===== src/hdl/lscn_pkg.sv =====
// Shared types and constants for the line sensor calibrate/normalize unit.
package lscn_pkg;

  localparam int CHAN_W      = 4;
  localparam int ADC_W       = 8;
  localparam int NIBBLE_W    = 4;
  localparam int READ_W      = 12;
  localparam int LEVEL_W     = 16;
  localparam int QUEUE_DEPTH = 2;
  localparam int QPTR_W      = $clog2(QUEUE_DEPTH);
  localparam int QCNT_W      = $clog2(QUEUE_DEPTH + 1);

  typedef enum logic [1:0] {
    CMD_CLEAR = 2'd0,
    CMD_BLACK = 2'd1,
    CMD_WHITE = 2'd2,
    CMD_NORM  = 2'd3
  } cmd_e;

  typedef enum logic [1:0] {
    ST_IDLE,
    ST_EXEC,
    ST_DIV,
    ST_DONE
  } back_state_e;

  // Decoded item handed from the front end to the back end.
  typedef struct packed {
    cmd_e                cmd;
    logic [CHAN_W-1:0]   channel;
    logic [READ_W-1:0]   reading;
    logic                chan_ok;
  } work_t;

  // One finished result transaction.
  typedef struct packed {
    logic [CHAN_W-1:0]  out_channel;
    logic [READ_W-1:0]  reading;
    logic [LEVEL_W-1:0] level;
    logic [READ_W-1:0]  black_level;
    logic [READ_W-1:0]  white_level;
    logic               degenerate;
  } result_t;

endpackage


===== src/hdl/line_sensor_calibrate_normalize_unit.sv =====
// Top level of the line sensor min/max calibration and normalize unit.
//
//   channel  dir  handshake        payload
//   -------  ---  ---------------  ------------------------------------------------
//   input    in   push / full      command_i, channel_i, adc_high_i, adc_low_i
//   result   out  empty / pop      out_channel_o, reading_o, level_o,
//                                  black_level_o, white_level_o, degenerate_o
//
// Sequencing: clear and sample transactions pass through the back end without the divider;
// a normalize that needs a real division waits on the bit-serial divider, which produces
// one quotient bit per cycle.
// Reset: asynchronous, active low; clears queues, result slot and calibration valid
// bits, so every channel's black and white maxima read as zero.
// Stalls: a two-entry queue decouples input from the back end, and the result slot
// lets the back end finish the next transaction while a result waits for pop.
module line_sensor_calibrate_normalize_unit #(
  parameter int CHANNELS      = 16,
  parameter int FRACTION_BITS = 15
) (
  input  logic                         clk_i,
  input  logic                         rst_ni,
  // input queue side
  input  logic                         push,
  output logic                         full,
  input  logic [1:0]                   command_i,
  input  logic [lscn_pkg::CHAN_W-1:0]  channel_i,
  input  logic [lscn_pkg::ADC_W-1:0]   adc_high_i,
  input  logic [lscn_pkg::ADC_W-1:0]   adc_low_i,
  // result queue side
  output logic                         empty,
  input  logic                         pop,
  output logic [lscn_pkg::CHAN_W-1:0]  out_channel_o,
  output logic [lscn_pkg::READ_W-1:0]  reading_o,
  output logic [lscn_pkg::LEVEL_W-1:0] level_o,
  output logic [lscn_pkg::READ_W-1:0]  black_level_o,
  output logic [lscn_pkg::READ_W-1:0]  white_level_o,
  output logic                         degenerate_o
);

  // Front to back hand-off of decoded transactions.
  logic              wk_valid, wk_ready;
  lscn_pkg::work_t   wk;

  // Result slot.
  logic              res_valid;
  lscn_pkg::result_t res;

  lscn_front #(
    .CHANNELS(CHANNELS)
  ) u_front (
    .clk_i     (clk_i),
    .rst_ni    (rst_ni),
    .push      (push),
    .full      (full),
    .command_i (command_i),
    .channel_i (channel_i),
    .adc_high_i(adc_high_i),
    .adc_low_i (adc_low_i),
    .wk_valid_o(wk_valid),
    .wk_ready_i(wk_ready),
    .wk_o      (wk)
  );

  lscn_back #(
    .CHANNELS     (CHANNELS),
    .FRACTION_BITS(FRACTION_BITS)
  ) u_back (
    .clk_i      (clk_i),
    .rst_ni     (rst_ni),
    .wk_valid_i (wk_valid),
    .wk_ready_o (wk_ready),
    .wk_i       (wk),
    .res_valid_o(res_valid),
    .res_pop_i  (pop && !empty),
    .res_o      (res)
  );

  // The oldest result is shown while empty is low.
  assign empty         = !res_valid;
  assign out_channel_o = res.out_channel;
  assign reading_o     = res.reading;
  assign level_o       = res.level;
  assign black_level_o = res.black_level;
  assign white_level_o = res.white_level;
  assign degenerate_o  = res.degenerate;

endmodule


===== src/hdl/lscn_front.sv =====
// Front end: accepts input transactions, decodes them and queues them for the back end.
module lscn_front #(
  parameter int CHANNELS = 16
) (
  input  logic                        clk_i,
  input  logic                        rst_ni,
  input  logic                        push,
  output logic                        full,
  input  logic [1:0]                  command_i,
  input  logic [lscn_pkg::CHAN_W-1:0] channel_i,
  input  logic [lscn_pkg::ADC_W-1:0]  adc_high_i,
  input  logic [lscn_pkg::ADC_W-1:0]  adc_low_i,
  output logic                        wk_valid_o,
  input  logic                        wk_ready_i,
  output lscn_pkg::work_t             wk_o
);

  lscn_pkg::work_t                   fifo_q [lscn_pkg::QUEUE_DEPTH];
  logic [lscn_pkg::QPTR_W-1:0]       wr_ptr_q, wr_ptr_d;
  logic [lscn_pkg::QPTR_W-1:0]       rd_ptr_q, rd_ptr_d;
  logic [lscn_pkg::QCNT_W-1:0]       cnt_q, cnt_d;
  lscn_pkg::work_t                   dec;
  logic                              do_push, do_pop;

  // Decode: reading is the low nibble of the first byte over the second byte.
  always_comb begin
    dec.cmd     = lscn_pkg::cmd_e'(command_i);
    dec.channel = channel_i;
    dec.reading = {adc_high_i[lscn_pkg::NIBBLE_W-1:0], adc_low_i};
    dec.chan_ok = (32'(channel_i) < 32'(CHANNELS));
  end

  assign full       = (cnt_q == lscn_pkg::QCNT_W'(lscn_pkg::QUEUE_DEPTH));
  assign wk_valid_o = (cnt_q != '0);
  assign wk_o       = fifo_q[rd_ptr_q];
  assign do_push    = push && !full;
  assign do_pop     = wk_valid_o && wk_ready_i;

  always_comb begin
    wr_ptr_d = wr_ptr_q;
    rd_ptr_d = rd_ptr_q;
    cnt_d    = cnt_q;
    if (do_push) begin
      wr_ptr_d = (32'(wr_ptr_q) == lscn_pkg::QUEUE_DEPTH - 1) ? '0 : wr_ptr_q + 1'b1;
    end
    if (do_pop) begin
      rd_ptr_d = (32'(rd_ptr_q) == lscn_pkg::QUEUE_DEPTH - 1) ? '0 : rd_ptr_q + 1'b1;
    end
    if (do_push && !do_pop) begin
      cnt_d = cnt_q + 1'b1;
    end else if (do_pop && !do_push) begin
      cnt_d = cnt_q - 1'b1;
    end
  end

  always_ff @(posedge clk_i or negedge rst_ni) begin
    if (!rst_ni) begin
      wr_ptr_q <= '0;
      rd_ptr_q <= '0;
      cnt_q    <= '0;
    end else begin
      wr_ptr_q <= wr_ptr_d;
      rd_ptr_q <= rd_ptr_d;
      cnt_q    <= cnt_d;
    end
  end

  always_ff @(posedge clk_i) begin
    if (do_push) begin
      fifo_q[wr_ptr_q] <= dec;
    end
  end

endmodule


===== src/hdl/lscn_div.sv =====
// Bit-serial restoring divider: one quotient bit per cycle, numerator below denominator.
module lscn_div #(
  parameter int FRAC_W = 15
) (
  input  logic                        clk_i,
  input  logic                        rst_ni,
  input  logic                        start_i,
  input  logic [lscn_pkg::READ_W-1:0] num_i,
  input  logic [lscn_pkg::READ_W-1:0] den_i,
  output logic                        done_o,
  output logic [FRAC_W-1:0]           quot_o
);

  localparam int CntW = $clog2(FRAC_W);

  logic                        busy_q, done_q;
  logic [CntW-1:0]             cnt_q;
  logic [lscn_pkg::READ_W-1:0] rem_q, rem_d, den_q;
  logic [FRAC_W-1:0]           quot_q;
  logic [lscn_pkg::READ_W:0]   rem2;
  logic                        ge;

  // Remainder stays below den, so the doubled value fits one extra bit.
  assign rem2  = {rem_q, 1'b0};
  assign ge    = (rem2 >= {1'b0, den_q});
  assign rem_d = ge ? lscn_pkg::READ_W'(rem2 - {1'b0, den_q})
                    : lscn_pkg::READ_W'(rem2);

  always_ff @(posedge clk_i or negedge rst_ni) begin
    if (!rst_ni) begin
      busy_q <= 1'b0;
      done_q <= 1'b0;
      cnt_q  <= '0;
    end else begin
      done_q <= 1'b0;
      if (start_i) begin
        busy_q <= 1'b1;
        cnt_q  <= '0;
      end else if (busy_q) begin
        cnt_q <= cnt_q + 1'b1;
        if (cnt_q == CntW'(FRAC_W - 1)) begin
          busy_q <= 1'b0;
          done_q <= 1'b1;
        end
      end
    end
  end

  always_ff @(posedge clk_i) begin
    if (start_i) begin
      rem_q  <= num_i;
      den_q  <= den_i;
      quot_q <= '0;
    end else if (busy_q) begin
      rem_q  <= rem_d;
      quot_q <= {quot_q[FRAC_W-2:0], ge};
    end
  end

  assign done_o = done_q;
  assign quot_o = quot_q;

endmodule


===== src/hdl/lscn_back.sv =====
// Back end: calibration stores, update/normalize sequencer and result register.
module lscn_back #(
  parameter int CHANNELS      = 16,
  parameter int FRACTION_BITS = 15
) (
  input  logic                clk_i,
  input  logic                rst_ni,
  input  logic                wk_valid_i,
  output logic                wk_ready_o,
  input  lscn_pkg::work_t     wk_i,
  output logic                res_valid_o,
  input  logic                res_pop_i,
  output lscn_pkg::result_t   res_o
);

  localparam int IdxW   = $clog2(CHANNELS);
  localparam int LevelW = lscn_pkg::LEVEL_W;
  localparam int LvW    = FRACTION_BITS + 1;
  localparam int RdW    = lscn_pkg::READ_W;

  lscn_pkg::back_state_e state_q, state_d;

  // Calibration maxima; an entry whose valid bit is clear reads as zero.
  logic [RdW-1:0]      mem_black [CHANNELS];
  logic [RdW-1:0]      mem_white [CHANNELS];
  logic [CHANNELS-1:0] vld_black_q, vld_white_q;

  lscn_pkg::work_t     cur_q;
  logic [IdxW-1:0]     wk_idx, cur_idx;
  logic [RdW-1:0]      rd_black_q, rd_white_q;
  logic                rv_black_q, rv_white_q;
  logic [RdW-1:0]      blk_old, wht_old, blk_new, wht_new;
  logic [RdW-1:0]      blk_q, wht_q;
  logic                wr_black, wr_white, clr_all;
  logic                degen, need_div, degen_q;
  logic [LvW-1:0]      level_now, level_q;
  logic                div_start, div_done;
  logic [FRACTION_BITS-1:0] quot;
  logic                res_valid_q;
  lscn_pkg::result_t   res_q;
  logic                slot_free, res_load;

  assign wk_idx  = IdxW'(wk_i.channel);
  assign cur_idx = IdxW'(cur_q.channel);

  // Registered store read at pop time, used in the execute cycle.
  always_ff @(posedge clk_i) begin
    if (wk_ready_o && wk_valid_i) begin
      cur_q      <= wk_i;
      rd_black_q <= mem_black[wk_idx];
      rd_white_q <= mem_white[wk_idx];
      rv_black_q <= vld_black_q[wk_idx];
      rv_white_q <= vld_white_q[wk_idx];
    end
  end

  assign blk_old = (cur_q.chan_ok && rv_black_q) ? rd_black_q : '0;
  assign wht_old = (cur_q.chan_ok && rv_white_q) ? rd_white_q : '0;

  // Execute: update or clear the maxima and classify the normalize case.
  always_comb begin
    blk_new  = blk_old;
    wht_new  = wht_old;
    wr_black = 1'b0;
    wr_white = 1'b0;
    clr_all  = 1'b0;
    case (cur_q.cmd)
      lscn_pkg::CMD_CLEAR: begin
        clr_all = 1'b1;
        blk_new = '0;
        wht_new = '0;
      end
      lscn_pkg::CMD_BLACK: begin
        if (cur_q.chan_ok && cur_q.reading > blk_old) begin
          wr_black = 1'b1;
          blk_new  = cur_q.reading;
        end
      end
      lscn_pkg::CMD_WHITE: begin
        if (cur_q.chan_ok && cur_q.reading > wht_old) begin
          wr_white = 1'b1;
          wht_new  = cur_q.reading;
        end
      end
      default: begin
      end
    endcase
  end

  always_comb begin
    degen     = 1'b0;
    need_div  = 1'b0;
    level_now = '0;
    if (cur_q.cmd == lscn_pkg::CMD_NORM) begin
      if (wht_new <= blk_new) begin
        degen     = 1'b1;
        level_now = (cur_q.reading > blk_new) ? {1'b1, {FRACTION_BITS{1'b0}}} : '0;
      end else if (cur_q.reading <= blk_new) begin
        level_now = '0;
      end else if (cur_q.reading >= wht_new) begin
        level_now = {1'b1, {FRACTION_BITS{1'b0}}};
      end else begin
        need_div = 1'b1;
      end
    end
  end

  lscn_div #(
    .FRAC_W(FRACTION_BITS)
  ) u_div (
    .clk_i  (clk_i),
    .rst_ni (rst_ni),
    .start_i(div_start),
    .num_i  (cur_q.reading - blk_new),
    .den_i  (wht_new - blk_new),
    .done_o (div_done),
    .quot_o (quot)
  );

  // Next state.
  always_comb begin
    state_d = state_q;
    case (state_q)
      lscn_pkg::ST_IDLE: begin
        if (wk_valid_i) begin
          state_d = lscn_pkg::ST_EXEC;
        end
      end
      lscn_pkg::ST_EXEC: begin
        state_d = need_div ? lscn_pkg::ST_DIV : lscn_pkg::ST_DONE;
      end
      lscn_pkg::ST_DIV: begin
        if (div_done) begin
          state_d = lscn_pkg::ST_DONE;
        end
      end
      lscn_pkg::ST_DONE: begin
        if (slot_free) begin
          state_d = lscn_pkg::ST_IDLE;
        end
      end
      default: state_d = lscn_pkg::ST_IDLE;
    endcase
  end

  // State outputs.
  assign slot_free = !res_valid_q || res_pop_i;
  always_comb begin
    wk_ready_o = 1'b0;
    div_start  = 1'b0;
    res_load   = 1'b0;
    case (state_q)
      lscn_pkg::ST_IDLE: wk_ready_o = 1'b1;
      lscn_pkg::ST_EXEC: div_start  = need_div;
      lscn_pkg::ST_DONE: res_load   = slot_free;
      default: begin
      end
    endcase
  end

  always_ff @(posedge clk_i or negedge rst_ni) begin
    if (!rst_ni) begin
      state_q     <= lscn_pkg::ST_IDLE;
      vld_black_q <= '0;
      vld_white_q <= '0;
      res_valid_q <= 1'b0;
    end else begin
      state_q <= state_d;
      if (state_q == lscn_pkg::ST_EXEC) begin
        if (clr_all) begin
          vld_black_q <= '0;
          vld_white_q <= '0;
        end
        if (wr_black) begin
          vld_black_q[cur_idx] <= 1'b1;
        end
        if (wr_white) begin
          vld_white_q[cur_idx] <= 1'b1;
        end
      end
      if (res_load) begin
        res_valid_q <= 1'b1;
      end else if (res_pop_i) begin
        res_valid_q <= 1'b0;
      end
    end
  end

  always_ff @(posedge clk_i) begin
    if (state_q == lscn_pkg::ST_EXEC) begin
      if (wr_black) begin
        mem_black[cur_idx] <= cur_q.reading;
      end
      if (wr_white) begin
        mem_white[cur_idx] <= cur_q.reading;
      end
    end
  end

  // Working result fields.
  always_ff @(posedge clk_i) begin
    if (state_q == lscn_pkg::ST_EXEC) begin
      blk_q   <= blk_new;
      wht_q   <= wht_new;
      degen_q <= degen;
      level_q <= level_now;
    end else if (state_q == lscn_pkg::ST_DIV && div_done) begin
      level_q <= {1'b0, quot};
    end
    if (res_load) begin
      res_q.out_channel <= cur_q.channel;
      res_q.reading     <= cur_q.reading;
      res_q.level       <= LevelW'(level_q);
      res_q.black_level <= blk_q;
      res_q.white_level <= wht_q;
      res_q.degenerate  <= degen_q;
    end
  end

  assign res_valid_o = res_valid_q;
  assign res_o       = res_q;

endmodule


===== config.mk =====
export PLATFORM = sky130hd
export DESIGN_NAME = line_sensor_calibrate_normalize_unit
export DESIGN_NICKNAME = d
export VERILOG_FILES = /design/src/hdl/lscn_pkg.sv /design/src/hdl/line_sensor_calibrate_normalize_unit.sv /design/src/hdl/lscn_front.sv /design/src/hdl/lscn_div.sv /design/src/hdl/lscn_back.sv
export SDC_FILE = /design/constraint.sdc
export NUM_CORES = 1
export LEC_CHECK = 0
export ABC_AREA = 1
export ABC_CLOCK_PERIOD_IN_PS = 6000
export CAP_MARGIN = 20
export CORE_ASPECT_RATIO = 1.25
export CORE_MARGIN = 1
export CORE_UTILIZATION = 66
export CTS_BUF_LIST = sky130_fd_sc_hd__clkbuf_8
export CTS_CLUSTER_SIZE = 25
export DETAILED_ROUTE_END_ITERATION = 6
export DONT_BUFFER_PORTS = 1
export PLACE_DENSITY = 0.86
export SETUP_SLACK_MARGIN = 0.02
export SLEW_MARGIN = 20
export SYNTH_ARGS = -nofsm -noshare
export SYNTH_HDL_FRONTEND = slang
export SYNTH_SLANG_ARGS = --single-unit

===== constraint.sdc =====
create_clock -name clk_i -period 6 [get_ports clk_i]
set_clock_uncertainty 0.05 [all_clocks]
set_input_delay 0 -clock clk_i [delete_from_list [all_inputs] [get_ports clk_i]]
set_output_delay 0 -clock clk_i [all_outputs]
set_load 0.005 [all_outputs]

======== Word-level counts from Yosys, hierarchy flattened ========
Memories as Yosys holds them, arrays and structs flattened. A register that Yosys moved wholly into a read port is not among the register bits.
Index checks and enable logic that the tools add are counted.
storage, ports and cells
  bits of input ports ..................... 26
  latch bits .............................. 0
  memory bits (writable) .................. 420
  memories kept ........................... 3
  memory bits (read-only) ................. 0
  output and inout bits ................... 59
  flip-flop bits (word level) ............. 203
cells by class
  $add $sub $neg .......................... 8
  shift operators ......................... 0
  equality and inequality tests ........... 11
  multiplexer cells ....................... 68
  multiply operators ...................... 0
  reductions and logical operators ........ 24
  bitwise gates (word level) .............. 2
  $lt $le $gt $ge ......................... 10
  divide/modulo/power cells ............... 0
memory list
  name              words  bits a word  read ports  clocked after memory_dff  write ports  line              text
  u_back.mem_black  16     12           1           1                         1            lscn_back.sv:24   logic [RdW-1:0] mem_black [CHANNELS];
  u_back.mem_white  16     12           1           1                         1            lscn_back.sv:25   logic [RdW-1:0] mem_white [CHANNELS];
  u_front.fifo_q    2      18           1           0                         1            lscn_front.sv:18  lscn_pkg::work_t fifo_q [lscn_pkg::QUEUE_DEPTH];
operator list
  cell                 number
  $mux 16              13
  $mux 12              7
  $pmux 12 s2          2
  $gt 12x12->1         3
  $sub 12x12->12       3
  $mux 1               35
  $or 16x16->16        2
  $le 12x12->1         2
  $ge 13x12->1         1
  $ge 12x12->1         1
  $logic_and 1x1->1    11
  $eq 2x2->1 const B   5
  $lt 4x5->1 const B   2
  $mux 2               5
  $reduce_bool 2->1    5
  $bmux 1 s4           2
  $mux 4               2
  $pmux 2 s4           1
  $add 4x1->4 const B  1
  $demux 1 s4          1
  $eq 2x1->1 const B   2
  $eq 4x4->1 const B   1
  $ge 4x1->1 const B   1
  $logic_not 1->1      4
  8 further kinds      11

======== Depth between registers and ports, before layout ========
  depth after elaboration ................. 13
  depth in mapped cells ................... 28
  gate-level depth less buffers ........... 26

======== By module ========
Synthesis repeated with hierarchy kept, for this count alone.
second synthesis, totals
  cell total of the unflattened synthesis .. 2449
  area, all modules ....................... 29006.6 um^2
by module, submodules not included
  module                                instances  seq. area each (um^2)  cells an instance  area an instance (um^2)
  lscn_back                             1          16701.0                2002               24833.8
  lscn_div                              1          1171.1                 317                2597.5
  lscn_front                            1          1181.1                 127                1564.0
  line_sensor_calibrate_normalize_unit  1          0.0                    3                  11.3

======== Worst setup path before layout ========
OpenSTA, ideal clock, no wires.
  kind .................................... flip-flop to flip-flop
  from .................................... reg u_back.cur_q[1] in the netlist's numbering
  to ...................................... reg u_back.u_div.rem_q[0] in the netlist's numbering (enable)
  data arrival time ....................... 3770 ps
  slack ................................... 1830 ps
  period minus slack after synthesis ...... 4170 ps
  stages on the path, launching flop included .. 20
  setup time .............................. 350 ps
  required time ........................... 5600 ps
  path through ............................ edfxtp_1 > inv_1 > ha_1 > nand2_1 > nor3_1 > nand2_1 > clkbuf_1 > nand3_1 > nand3_1 > o21ai_0 > ha_1 > fa_1 > o21ai_2 > nand2_1 > nand3_1 > nand2_1 > nor2_2 > nand2_4 > buf_2 > nand2_1
between the ends
  elaborated cells between the ends (all ways) .. 17
RTL lines
  element                               line              text
  start, declared                       lscn_back.sv:28   lscn_pkg::work_t cur_q;
  start signal, assigned                lscn_back.sv:49   cur_q <= wk_i;
  $gt 12x12->1                          lscn_back.sv:74   if (cur_q.chan_ok && cur_q.reading > blk_old) begin
  $logic_and 1x1->1                     lscn_back.sv:74
  $mux 12 *                             lscn_back.sv:74
  $pmux 12 s2 *                         lscn_back.sv:67   case (cur_q.cmd)
  net u_back.blk_new[0]                 lscn_back.sv:32   logic [RdW-1:0] blk_old, wht_old, blk_new, wht_new;
  $le 12x12->1                          lscn_back.sv:98   end else if (cur_q.reading <= blk_new) begin
  $mux 1                                lscn_back.sv:98
  $mux 1 *                              lscn_back.sv:95   if (wht_new <= blk_new) begin
  $mux 1 *                              lscn_back.sv:94   if (cur_q.cmd == lscn_pkg::CMD_NORM) begin
  $mux 1 *                              lscn_back.sv:152  case (state_q)
  $reduce_bool 2->1 (no source line) *  --
  end signal, assigned                  lscn_div.sv:51    rem_q <= num_i;
  end signal, assigned                  lscn_div.sv:55    rem_q <= rem_d;
  end, declared                         lscn_div.sv:18    logic [lscn_pkg::READ_W-1:0] rem_q, rem_d, den_q;
Mark *: on every way through the listed nets, which the timed path passes. The rest lies on a longest branch.
A chain may end at the register's enable or synchronous reset.

======== Final worst setup path ========
  from .................................... reg u_back.rv_black_q
  to ...................................... reg u_back.u_div.den_q[5] in the netlist's numbering (enable)
between the ends
  longest elaborated chain between the ends .. 11
  elaborated cells between the ends (all ways) .. 12
RTL lines
  element                 line              text
  start, declared         lscn_back.sv:31   logic rv_black_q, rv_white_q;
  start signal, assigned  lscn_back.sv:52   rv_black_q <= vld_black_q[wk_idx];
  $logic_and 1x1->1 *     lscn_back.sv:57   assign blk_old = (cur_q.chan_ok && rv_black_q) ? rd_black_q : '0;
  $mux 12 *               lscn_back.sv:57
  $gt 12x12->1            lscn_back.sv:74
  $logic_and 1x1->1       lscn_back.sv:74
  $mux 12                 lscn_back.sv:74
  $pmux 12 s2 *           lscn_back.sv:67
  net u_back.blk_new[0]   lscn_back.sv:32
  $le 12x12->1            lscn_back.sv:98
  $mux 1                  lscn_back.sv:98
  $mux 1 *                lscn_back.sv:95
  $mux 1 *                lscn_back.sv:94
  $mux 1 *                lscn_back.sv:152
  end signal, assigned    lscn_div.sv:52    den_q <= den_i;
  end, declared           lscn_div.sv:18
Marked as above.

==> key figures <==
Outcome
  • Outcome: finished, final reports clean

Critical path
  • CP max FO: 41
  • Critical path startpoint category: flop
  • CP endpoint kind: flop
  • Arrival time reported for the critical path endpoint: 5.45 ns
  • Critical path class: reg -> reg
  • Critical path required time: 6.25 ns

Clock tree
  • Number of H-tree levels: 3
  • Total clock buffers created by CTS: 91
  • Worst-skew pair later-pin latency: 0.68 ns
  • Post-CTS sizing: 0
  • Count of buffers added by post-CTS timing repair for setup: 0
  • Hold-fix buffers at CTS: 43
  • CTS tree: built
  • Clock transition at path regs: 0.07 ns
  • Maximum buffer depth of the clock tree: 3
  • CTS Root Cell: clkbuf_8
  • CTS Sinks: 646

STA
  • Worst relative slew slack: 32.80%
  • Final worst-path cycle share: 86.70%
  • Actual transition at the worst max-transition pin: 1.008 ns
  • Setup repair after global routing missed its margin: false
  • Final Hold Viols: 0
  • Final sum of negative setup slack: 0 ns
  • Number of slew-limit violations in the final report: 0
  • Final Setup Violations: 0
  • Post-layout min period: 5.202 ns
  • Maximum clock frequency: 0.1922 GHz

Logic synthesis
  • Number of unique standard cell types used by synthesis: 45
  • Share of the synthesized area in the top cell type: 60.91%
  • Primary FF master, synth: edfxtp_1
  • Synth area leader: edfxtp_1
  • Share of flip-flops with an asynchronous set or reset after synthesis: 6.966%
  • Synth Register Bits: 646
  • Net count after synthesis: 2673
  • Synthesized netlist cell count: 2564
  • Top cells by area, synth: edfxtp_1 61%, nand2_1 5.2%, a21oi_1 4.2%, o21ai_0 4.2%, dfrtp_1 3.9%
  • Number of enable flip-flop cells after synthesis: 586
  • Most frequently used cell type in the post-synthesis netlist: edfxtp_1
  • Mapped Avg Cell Area: 11.27 sq um
  • Post-synthesis cell area: 28890 sq um
  • YS warnings: 0
  • Synth top cells by count: 586 x edfxtp_1, 404 x nand2_1, 281 x inv_1
  • Sequential-to-total area share from yosys stat: 65.85%

Run
  • Reported max-cap violation count: 0

Global route
  • GR Overflow Total: 0
  • Largest net degree at the start of global routing: 157
  • Via count of the first global-routing pass: 19475
  • Antenna violations before repair: 1
  • Wire length of the first global-routing pass: 106300 um
  • Total Routing Usage GR: 31.73%

Routing
  • Pre-antenna DRT Iters: 6
  • Post-detailed-routing wire length: 69500 um
  • WL/cell: 21.45 um
  • Remaining antenna violation count after routing: 0
  • DR iter-0 viols: 2262
  • Via density: 6.088
  • Total via count after detailed routing: 19726
  • Detailed-route DRC error count: 0

Power
  • Leakage power: 12.46 nW
  • Pwr Density: 520.2 nW/um^2
  • Sum of internal, switching and leakage power: 0.01631 W
  • Worst-case vdd ir drop: 0.0003567 V

Placement
  • Number of buffer cells added on primary ports: 0
  • Weighted congestion at the end of routability-driven global placement: 0.9645
  • HPWL after DPL: 44090 um

Finish
  • Filler Cells Inserted: 2772
  • Growth of design area from synthesis to finish: 8.541%
  • Total number of nets in the final design: 2714
  • Ratio of cells with drive above 1 in the final layout: 6.844%
  • Multi-input combinational cell area: 8149 sq um
  • Area taken by flip-flops and latches: 19020 sq um

Floorplan
  • Io pins: 85
  • Initial standard-cell utilization of the core: 67.07%
  • Area of the die: 44620 sq um
  • Row cnt: 85
  • Floorplan die width: 189.1 um
  • Placeable core region: 43070 sq um
  • Die height: 235.9 um

Hold path
  • Kind of path behind the tightest hold check: in -> reg
layout make-up:
cell class / instances / area share [%]
multi-input cells: 1503 / 25.99
clock buffers: 97 / 4.258
inverters: 286 / 3.448
diodes: 1 / 0.007981
well taps: 565 / 2.255
clock inverters: 65 / 0.9697
flip-flops and latches: 646 / 60.67
repair buffers: 77 / 2.402
routing by layer:
metal / routed length (um) / track usage (%) / share of wire, % / up-vias
met4: 4120 / 21.19 / 5.9 / 0
met1: 25060 / 37.81 / 36 / 9404
met5: 0 / 0 / 0 / -
met3: 5380 / 4.880 / 7.7 / 215
met2: 34940 / 53.44 / 50 / 994
li1: - / - / - / 9113
stage by stage:
step	setup WS (ns)	hold slack [ns]	cell area, sq um	utilization, %	instances
after global placement	0.9214	-0.3426	29230	67.87	3033
after CTS	0.8221	0.1603	31350	72.79	3239
after global routing	0.3090	0.2994	31360	72.80	3240
after floorplan	1.830	-0.3456	28890	-	2564
final	0.7982	0.2159	31360	72.80	3240
after detailed placement	0.8437	-0.3430	29250	67.90	3034
sequential cells by signal, summed over array words and instances, names as in the netlist, 14 cells and up:
name	flops
u_back.mem_black	192
u_front.fifo_q	36
u_back.u_div.quot_o	15
u_back.cur_q	14
u_back.res_o	57
u_back.level_q	16
u_back.vld_white_q	16
u_back.mem_white	192
u_back.vld_black_q	16
path summary, 6_finish.rpt:
path	from	slack [ns]	depth (start not counted)	end
max in group asynchronous	rst_ni	5.12	4	u_back.vld_white_q[6]
min in group asynchronous	rst_ni	0.51	4	u_front.wr_ptr_q
max reg2reg	u_back.rv_black_q	0.80	19	u_back.u_div.den_q[5]
max	u_back.rv_black_q	0.80	19	u_back.u_div.den_q[5]
min reg2reg	u_back.level_q[9]	0.37	0	u_back.res_o[34]
min	push	0.22	5	u_front.wr_ptr_q
where the power goes:
part | leakage [nW] | switching, W | internal (W)
registers | 6.06 | 0.000459 | 0.00618
clock network | 0.975 | 0.00161 | 0.00154
logic | 5.42 | 0.00457 | 0.00196
total | 12.5 | 0.00664 | 0.00967
layout by cell type (no fill, tap or decap), drive strengths merged, types with 19 or more instances in the layout:
cell | synthesis | layout
a21boi | 19 | 19
a21oi | 245 | 245
buf | 75 | 36
clkbuf | 54 | 97
clkinv | 0 | 27
dfrtp | 45 | 45
dlygate4sd3 | 0 | 41
edfxtp | 586 | 586
ha | 80 | 80
inv | 286 | 322
nand2 | 411 | 411
nand3 | 121 | 121
nand4 | 19 | 19
nor2 | 150 | 150
o211ai | 105 | 105
o21ai | 276 | 276
o21bai | 19 | 19
xor2 | 19 | 19
logic make-up after synthesis:
group                    share of synthesized area [%]
XOR/XNOR                                        0.8489
buffers and inverters                            6.085
flip-flops                                       65.85
AO/OA/AOI/OAI                                    13.05
AND/OR/NAND/NOR                                  10.49
adder cells (fa/ha/maj)                          3.673
worst max-delay path, stage by stage (launching register included):
cell,delay (ns)
edfxtp_1,0.56
nand2_1,0.18
ha_1,0.36
a21oi_1,0.15
o21ai_0,0.12
nand2_1,0.10
nand3_2,0.35
nand2_1,0.23
nand2_1,0.07
nand3_1,0.06
o21ai_0,0.33
ha_1,0.38
fa_1,0.43
o21ai_2,0.26
nand2_1,0.08
nand3_1,0.06
nand2_1,0.09
nor2_2,0.17
nand2_4,0.15
inv_2,0.61
Power figures use the tool's default switching activity.
